**src/utf8v_pkg.sv**
```systemverilog
// Package for the UTF-8 stream validator: byte-class masks, sequence
// lengths and the completed code point check. No dependencies.
package utf8v_pkg;

  // Sequence lengths held in the length register
  localparam logic [2:0] SeqLenNone = 3'd0;
  localparam logic [2:0] SeqLen2    = 3'd2;
  localparam logic [2:0] SeqLen3    = 3'd3;
  localparam logic [2:0] SeqLen4    = 3'd4;

  // Byte values and masks
  localparam logic [7:0] ByteDel     = 8'h7f;
  localparam logic [7:0] ByteTab     = 8'h09;
  localparam logic [7:0] ByteLf      = 8'h0a;
  localparam logic [7:0] ByteCr      = 8'h0d;
  localparam logic [7:0] CtrlLimit   = 8'h20;
  localparam logic [7:0] AsciiLimit  = 8'h80;
  localparam logic [7:0] Lead2Mask   = 8'he0;
  localparam logic [7:0] Lead2Match  = 8'hc0;
  localparam logic [7:0] Lead3Mask   = 8'hf0;
  localparam logic [7:0] Lead3Match  = 8'he0;
  localparam logic [7:0] Lead4Mask   = 8'hf8;
  localparam logic [7:0] Lead4Match  = 8'hf0;
  localparam logic [7:0] ContMask    = 8'hc0;
  localparam logic [7:0] ContMatch   = 8'h80;

  // Code point limits
  localparam logic [20:0] CpMin2     = 21'h000080;
  localparam logic [20:0] CpMin3     = 21'h000800;
  localparam logic [20:0] CpMin4     = 21'h010000;
  localparam logic [20:0] CpMax      = 21'h10ffff;
  localparam logic [20:0] SurrLow    = 21'h00d800;
  localparam logic [20:0] SurrHigh   = 21'h00dfff;

  // Flag an overlong, out-of-range or surrogate code point
  function automatic logic code_point_bad(logic [20:0] cp, logic [2:0] len);
    logic bad;
    bad = 1'b0;
    if (len == SeqLen2 && cp < CpMin2) bad = 1'b1;
    if (len == SeqLen3 && cp < CpMin3) bad = 1'b1;
    if (len == SeqLen4 && cp < CpMin4) bad = 1'b1;
    if (cp > CpMax) bad = 1'b1;
    if (cp inside {[SurrLow:SurrHigh]}) bad = 1'b1;
    return bad;
  endfunction

endpackage

```
**src/utf8_stream_validator.sv**
```systemverilog
// Top level of the UTF-8 stream validator: decode state, sticky error and
// the result register. Depends on utf8v_pkg.
//
// Usage:
//   Input channel (in_valid_i / in_ready_o) carries one byte of a string per
//   request, with end_of_string_i set on the final byte. Output channel
//   (out_valid_o / out_ready_i) returns one result per byte: still_valid_o
//   tells whether the string is clean so far, verdict_final_o marks the
//   result of the final byte, whose still_valid_o is the whole-string verdict.
//   A byte's result shows in the cycle after the byte is accepted.
//   Throughput is one byte per cycle while the receiver takes each result;
//   the decode of a byte is a single pass of shallow logic between the
//   decode state registers and the result register, so a new byte is taken
//   in the same cycle that the previous result is taken.
//   When the receiver stalls, the result register holds and in_ready_o drops
//   until the pending result is taken; nothing is lost.
//   Reset clears the decode state, the sticky error and the result valid
//   flag; the block is ready in the first cycle after reset. State clears
//   after every final byte, so the next byte opens a new string.
module utf8_stream_validator
  import utf8v_pkg::*;
(
  input  logic       clk_i,
  input  logic       rst_ni,
  input  logic       in_valid_i,
  output logic       in_ready_o,
  input  logic [7:0] data_byte_i,
  input  logic       end_of_string_i,
  output logic       out_valid_o,
  input  logic       out_ready_i,
  output logic       still_valid_o,
  output logic       verdict_final_o
);

  logic [1:0]  pend_q, pend_d;
  logic [20:0] cp_q, cp_d;
  logic [2:0]  len_q, len_d;
  logic        err_q, err_d;
  logic        out_valid_q, out_valid_d;
  logic        still_valid_q, still_valid_d;
  logic        verdict_final_q, verdict_final_d;
  logic        in_accept;
  logic        forbidden;
  logic [20:0] cp_ext;

  // Accept while the result register is empty or being drained
  assign in_ready_o = !out_valid_q || out_ready_i;
  assign in_accept  = in_valid_i && in_ready_o;

  assign forbidden = (data_byte_i == ByteDel) ||
                     ((data_byte_i < CtrlLimit) && (data_byte_i != ByteTab) &&
                      (data_byte_i != ByteLf) && (data_byte_i != ByteCr));
  assign cp_ext = {cp_q[14:0], data_byte_i[5:0]};

  // Decode one byte against the current state
  always_comb begin
    pend_d = pend_q;
    cp_d   = cp_q;
    len_d  = len_q;
    err_d  = err_q;
    if (!err_q) begin
      if (pend_q == 2'd0) begin
        // lead position
        if (forbidden) begin
          err_d = 1'b1;
        end else if (data_byte_i < AsciiLimit) begin
          err_d = 1'b0;
        end else if ((data_byte_i & Lead2Mask) == Lead2Match) begin
          len_d  = SeqLen2;
          cp_d   = {16'd0, data_byte_i[4:0]};
          pend_d = 2'd1;
        end else if ((data_byte_i & Lead3Mask) == Lead3Match) begin
          len_d  = SeqLen3;
          cp_d   = {17'd0, data_byte_i[3:0]};
          pend_d = 2'd2;
        end else if ((data_byte_i & Lead4Mask) == Lead4Match) begin
          len_d  = SeqLen4;
          cp_d   = {18'd0, data_byte_i[2:0]};
          pend_d = 2'd3;
        end else begin
          err_d = 1'b1;
        end
      end else begin
        // continuation position
        if ((data_byte_i & ContMask) != ContMatch) begin
          err_d = 1'b1;
        end else if (pend_q == 2'd1) begin
          if (code_point_bad(cp_ext, len_q)) err_d = 1'b1;
          cp_d   = 21'd0;
          len_d  = SeqLenNone;
          pend_d = 2'd0;
        end else begin
          cp_d   = cp_ext;
          pend_d = pend_q - 2'd1;
        end
      end
    end
    // truncated sequence at the final byte
    if (end_of_string_i && !err_d && (pend_d != 2'd0)) err_d = 1'b1;
    // drop the open sequence on error
    if (err_d) begin
      cp_d   = 21'd0;
      len_d  = SeqLenNone;
      pend_d = 2'd0;
    end
    still_valid_d   = !err_d;
    verdict_final_d = end_of_string_i;
    // clear everything after the final byte
    if (end_of_string_i) begin
      cp_d   = 21'd0;
      len_d  = SeqLenNone;
      pend_d = 2'd0;
      err_d  = 1'b0;
    end
  end

  // Result valid: set on accept, drop once taken
  always_comb begin
    out_valid_d = out_valid_q;
    if (in_accept) begin
      out_valid_d = 1'b1;
    end else if (out_ready_i) begin
      out_valid_d = 1'b0;
    end
  end

  // Advance the control state
  always_ff @(posedge clk_i or negedge rst_ni) begin
    if (!rst_ni) begin
      pend_q      <= 2'd0;
      cp_q        <= 21'd0;
      len_q       <= SeqLenNone;
      err_q       <= 1'b0;
      out_valid_q <= 1'b0;
    end else begin
      out_valid_q <= out_valid_d;
      if (in_accept) begin
        pend_q <= pend_d;
        cp_q   <= cp_d;
        len_q  <= len_d;
        err_q  <= err_d;
      end
    end
  end

  // Hold the result payload until the next accepted request
  always_ff @(posedge clk_i) begin
    if (in_accept) begin
      still_valid_q   <= still_valid_d;
      verdict_final_q <= verdict_final_d;
    end
  end

  assign out_valid_o     = out_valid_q;
  assign still_valid_o   = still_valid_q;
  assign verdict_final_o = verdict_final_q;

endmodule

```
**config.mk**
```make
export PLATFORM = sky130hd
export DESIGN_NAME = utf8_stream_validator
export DESIGN_NICKNAME = d
export VERILOG_FILES = /design/src/utf8v_pkg.sv /design/src/utf8_stream_validator.sv
export SDC_FILE = /design/constraint.sdc
export NUM_CORES = 1
export LEC_CHECK = 0
export BUFFER_PORTS_ARGS = -buffer_cell sky130_fd_sc_hd__buf_2
export CAP_MARGIN = 25
export CORE_UTILIZATION = 29
export DETAILED_ROUTE_END_ITERATION = 10
export MAX_ROUTING_LAYER = met4
export SYNTH_ARGS = -nofsm -noshare
export SYNTH_HDL_FRONTEND = slang
export SYNTH_SLANG_ARGS = --single-unit
```
**constraint.sdc**
```tcl
create_clock -name clk_i -period 2.5 [get_ports clk_i]
set_input_delay 0.375 -clock clk_i [delete_from_list [all_inputs] [get_ports clk_i]]
set_output_delay 0.375 -clock clk_i [all_outputs]
set_load 0.01 [all_outputs]
```
==> results of run 1 <==
==> cell families (layout without fill, tap and decap cells) <==
family | count (synthesis) | after routing | share of synthesized area
compound gates | 45 | 45 | 0.2962
simple gates | 44 | 45 | 0.2007
flops | 24 | 24 | 0.4277
buf+inv | 13 | 29 | 0.04207
fa+ha+maj | 2 | 2 | 0.01753
mux | 2 | 2 | 0.01577
==> critical path: cells and delay by family, from the launching register on <==
kind / cells / cell delay, ns
simple gates: 1 / 0.27
compound gates: 3 / 0.80
flops: 1 / 0.43
buf+inv: 1 / 0.12
mux: 1 / 0.35
fa+ha+maj: 1 / 0.21
==> repair_timing <==
| item | 4_1_cts | 5_1_grt |
|---|---|---|
| setup endpoints to repair | 14 | 15 |
| setup buffers | 1 | 0 |
| resized for setup | 2 | 5 |
| hold buffers | 0 | 0 |
| gates cloned | 0 | 1 |
| endpoints found under the hold margin | 0 | 0 |
| pin swaps | 1 | 1 |
==> flip-flops by register name (all words and copies together), names as in the netlist <==
signal	flops
cp_q	15
err_q	1
len_q	3
out_valid_o	1
pend_q	2
verdict_final_o	1
still_valid_o	1
==> cell type report <==
cell class	instances	area share
multi-input combinational	94	0.4688
clock buffer	4	0.03938
tap	67	0.04978
timing repair buffer	18	0.06389
inverter	7	0.01560
sequential	24	0.3626
==> Yosys cell counts (3+ instances only) <==
| library cell | instances |
|---|---|
| nor2_1 | 4 |
| a22o_1 | 15 |
| dfrtp_1 | 22 |
| inv_1 | 7 |
| nand2_1 | 6 |
| nand2b_1 | 6 |
| a21oi_1 | 4 |
| a211oi_1 | 3 |
| nor2b_1 | 3 |
==> power breakdown <==
group | switching [mW] | internal [mW]
sequential | 0.0241 | 0.420
clock | 0.132 | 0.174
combinational | 0.138 | 0.110
total | 0.294 | 0.704
==> layer usage <==
metal  global-route usage  share of wire  up-vias
li1                     -              -      549
met1               0.1668           0.44      572
met2               0.2420           0.49       29
met3              0.01806          0.038        6
met4              0.07625          0.023        0
met5                    -              0        -
==> stage by stage <==
stage | setup slack [ns] | hold WS, ns
6_report | 0.2059 | 0.05229
5_1_grt | 0.05985 | 0.08489
4_1_cts | 0.06416 | 0.06620
3_5_place_dp | -0.08976 | 0.3686
3_3_place_gp | 0.08900 | 0.3669
2_1_floorplan | 0.2481 | 0.07941
==> worst max-delay path by stage <==
| stage | start | endpoint | slack, ns | cells past startpoint |
|---|---|---|---|---|
| finish | pend_q[0] | len_q[1] | 0.21 | 7 |
| global route | pend_q[0] | len_q[1] | 0.06 | 7 |
| CTS | pend_q[0] | cp_q[8] | 0.06 | 7 |
| floorplan | pend_q[0] | len_q[1] | 0.25 | 8 |
| global placement | pend_q[0] | cp_q[2] | 0.09 | 7 |
| detailed placement | pend_q[0] | cp_q[8] | -0.09 | 7 |
==> flow_summary.yaml, run 1 <==
outcome:
  status: "completed"
critical_path:
  cp_cell_sequence: "inv_1, ha_4, nor4b_2, a211oi_1, a211o_2, o31ai_4, mux2_1"
  crit_path_end_kind: "flop"
  reg2reg_setup_slack_ns: 0.21
  crit-reg2reg-launch: "pend_q[0]"
  worst_path_largest_cell_delay_ns: 0.43
  cp_max_fo: 10
  cp_slowest_cell: "dfrtp_1"
  r2r_cells: 7
  rr_endpoint: "len_q[1]"
  worstSetupPathType: "flop to flop"
  required_ns: 2.66
  crit_arrival_ns: 2.45
  start_kind: "flop"
timing:
  setup_viol: 0
  period_needed_ns: 2.294
  fin_worst_skew_ns: 0.002723
  fin_crit_sh: 0.9176
  maxSlewViolCount: 0
  tns_ns: 0
  max_clock_freq_mhz: 435.9
  relSlewSlack: 0.6452
  worst_slew_pin_slew_ns: 0.5248
  hold_viol_final: 0
  rsz0062_at_grt: "false"
yosys:
  synthArstFlopShare: 0.9167
  synth-edff-count: 2
  syn_avg_cell_area_um2: 10.98
  ys_ff_latch: 24
  synth_nets: 145
  synthFlopType: "dfrtp_1"
  yosysWarnings: 0
  postSynthCellCount: 130
  ys_types: 52
  synth_top_area_frac: 0.3856
  yosysTopAreaCell: "dfrtp_1"
  synthTopCellsByArea: "dfrtp_1 39%, a22o_1 9.2%, edfxtp_1 4.2%"
  seq_area_frac_synth: 0.4277
  syn_area_um2: 1428
worst_hold_path:
  hold_path_class: "primary input to async pin"
run:
  maxCapViolCount: 0
cells_and_area:
  layout-drive-gt1-share: 0.2517
  multi_input_comb_area_um2: 789.5
  layout_common_cells: "22 x dfrtp_1, 16 x buf_2, 15 x a22o_1"
  layout.nets: 163
  layout_commonest_cell: "dfrtp_1"
  fillers: 480
  utilization: 0.3566
  finalInstanceArea_um2: 1684
  register_area_um2: 610.6
  fin_cells: 214
  antenna_cells: 0
  area_growth_pct: 17.97
clock_network:
  clock-sinks: 24
  clkSlewWorstSetupHoldPaths_ns: 0.09
  root_buffer: "clkbuf_8"
  cts_max_path_buffers: 2
  insertion_delay_ns: 0.27
  cts_tree: "built"
  cts_made_buffers: 3
  htreeDepth: 1
floorplan:
  start_util: 0.3023
  die_h_um: 72.16
  row_count: 25
  core_area_um2: 4723
  dieArea_um2: 5207
  io_pins: 17
  fp.dieW_um: 72.16
placement:
  gp_congestion: 0.8055
  dp_hpwl_mm: 2.470
  io_buffers: 16
  place_inst: 208
  place_area_um2: 1565
power_and_ir_drop:
  leakagePower_nw: 0.7279
  finalPower_uw: 997.9
  vdd_drop_max_mv: 0.2498
  pwr_density_cell_nw_per_um2: 592.5
global_routing:
  grt_pass1_vias: 1148
  antenna_found_initial: 0
  grt_max_degree: 23
  grt_use_total: 0.1436
  gr-total-overflow: 0
  grt_pass1_wl_mm: 5.478
routing:
  drc: 0
  drt_iter0_drc: 79
  ant_nets: 0
  vias: 1156
  drt_pre_antenna_iters: 4
  routedWlPerCell_um: 15.94
  vias_per_cell: 5.402
  wl_mm: 3.412
Note: power is estimated with default switching activity, not from simulation.
==> inputs of run 2 (changes only) <==
Settings changed: ABC_AREA set to 1.
==> run 2 against run 1 <==
Synthesized area up 17%. Clock-buffer cell count is the same. Via count is 27% higher. Largest cell class unchanged. Sequential power is 14% higher. Critical path type unchanged. Global-route usage decreased by 0.90 points. Critical endpoint is now len_q[0]. Critical path depth up 4. Sequential cell count unchanged. Total power increased by 59%.
==> flow_summary.yaml, run 2 <==
floorplan:
  die_h_um: 77.75
  row_count: 27
  io_pins: 17
  dieArea_um2: 6045
  start_util: 0.3022
  fp.dieW_um: 77.75
  core_area_um2: 5507
global_routing:
  grt_use_total: 0.1346
  grt_max_degree: 28
  grt_pass1_wl_mm: 6.313
  grt_pass1_vias: 1385
  antenna_found_initial: 0
  gr-total-overflow: 0
clock_network:
  cts.repair.resized: 0
  cts_tree: "built"
  clkSlewWorstSetupHoldPaths_ns: 0.09
  insertion_delay_ns: 0.27
  post_cts_buffers: 0
  clock-sinks: 24
  cts_max_path_buffers: 2
  cts_hold_buf: 0
  htreeDepth: 1
  root_buffer: "clkbuf_8"
  cts_made_buffers: 3
yosys:
  synth_top_area_frac: 0.3308
  syn_avg_cell_area_um2: 7.299
  synthFlopType: "dfrtp_1"
  yosysTopAreaCell: "dfrtp_1"
  syn_area_um2: 1664
  yosysWarnings: 0
  synthTopCellsByArea: "dfrtp_1 33%, nand2_1 13%, nor2_1 7.0%"
  ys_ff_latch: 24
  synth-edff-count: 2
  synth_most_common_cell: "nand2_1"
  synthTopCellsByCount: "59 x nand2_1, 31 x nor2_1, 23 x inv_1"
  postSynthCellCount: 228
  synthArstFlopShare: 0.9167
  ys_types: 25
  synth_nets: 243
  seq_area_frac_synth: 0.3669
placement:
  place_inst: 313
  pre_cts_ws_ns: 0.3101
  io_buffers: 16
  gp_congestion: 0.8646
  dp_hpwl_mm: 2.723
  place_area_um2: 1803
timing:
  fin_worst_skew_ns: 0.006852
  max_clock_freq_mhz: 450.4
  hold_viol_final: 0
  whs_ns: 0.06139
  worst_slew_pin_slew_ns: 0.5140
  maxSlewViolCount: 0
  relSlewSlack: 0.6570
  tns_ns: 0
  setup_viol: 0
  period_needed_ns: 2.220
  fin_ws_ns: 0.2796
  fin_crit_sh: 0.8882
  rsz0062_at_grt: "false"
critical_path:
  required_ns: 2.66
  crit_arrival_ns: 2.38
  crit-reg2reg-launch: "pend_q[0]"
  worstSetupPathType: "flop to flop"
  reg2reg_setup_slack_ns: 0.28
  start_kind: "flop"
  crit_path_end_kind: "flop"
  cp_max_fo: 14
  crit_path_start: "pend_q[0]"
power_and_ir_drop:
  vdd_drop_max_mv: 0.3854
  finalPower_mw: 1.582
  leakagePower_nw: 0.8717
  pwr_density_cell_nw_per_um2: 856.1
routing:
  drc: 0
  drt_iter0_drc: 61
  wl_mm: 3.514
  ant_nets: 0
  vias: 1466
  drt_pre_antenna_iters: 4
  routedWlPerCell_um: 11.09
  vias_per_cell: 4.625
cells_and_area:
  area_growth_pct: 11.05
  layout_common_cells: "59 x nand2_1, 31 x nor2_1, 23 x inv_1"
  fillers: 596
  utilization: 0.3356
  finalInstanceArea_um2: 1848
  layout.nets: 261
  antenna_cells: 0
  largest_register_ffs: 15
  fin_cells: 317
  layout_commonest_cell: "nand2_1"
  layout-drive-gt1-share: 0.2367
  reg.largest.list: "cp_q x15, len_q x3, pend_q x2"
  regMostFlops: "cp_q"
worst_hold_path:
  hold_path_class: "primary input to async pin"
outcome:
  status: "completed"
run:
  maxCapViolCount: 0
-- run 2: cell types whose count changed after synthesis, sizes merged, moves of 4 or more --
cell    before  now
nand2        6   78
nor2         4   32
nand2b       6    0
nand3        2   11
nand4        2   17
inv          7   24
a22o        15    0
o21ai        2   19
a211oi       4    0
-- run 2: cell families after synthesis --
logic type	Yosys count	synth area share
AOI/OAI and AO/OA	27	0.1158
and+or+nand+nor	143	0.4090
adders and majority gates	2	0.01504
buffers and inverters	32	0.09323
DFF	24	0.3669
-- run 2: cell type report --
cell class,instances,area (um^2),area share
clock buffers,4,45.04,0.02437
inverters,25,93.84,0.05078
multi-input cells,172,898.4,0.4861
flip-flops and latches,24,610.6,0.3304
well taps,72,90.09,0.04875
repair buffers,20,110.1,0.05958
-- run 2: final timing paths --
| path | depth (start not counted) | endpoint |
|---|---|---|
| hold / removal | 1 | err_q |
| setup reg to reg | 11 | len_q[0] |
| min in group clk_i | 3 | out_valid_o |
| hold reg to reg | 2 | cp_q[11] |
| max in group asynchronous | 1 | cp_q[12] |
| setup / recovery | 11 | len_q[0] |
-- run 2: critical path, stage by stage, from the launching register on --
cell and delay (ns):
dfrtp_1 0.40, inv_1 0.10, ha_1 0.30, inv_1 0.19, nand2_1 0.13, a21oi_1 0.27, a21oi_4 0.11, buf_4 0.19
nand4_1 0.15, nand3_1 0.14, nand2_1 0.09, nand2_1 0.05
-- run 2: routing by layer --
| layer | up-vias | wire length, um | share of wire | GRT usage |
|---|---|---|---|---|
| li1 | 773 | - | - | - |
| met1 | 664 | 1773 | 0.50 | 0.1817 |
| met2 | 27 | 1604 | 0.46 | 0.2071 |
| met3 | 2 | 106 | 0.030 | 0.01765 |
| met4 | 0 | 29 | 0.0083 | 0.04528 |
| met5 | - | 0 | 0 | - |
-- run 2: where the power goes --
part / switching, mW / internal, mW
registers: 0.0489 / 0.455
logic: 0.564 / 0.273
clock network: 0.127 / 0.114
total: 0.740 / 0.842
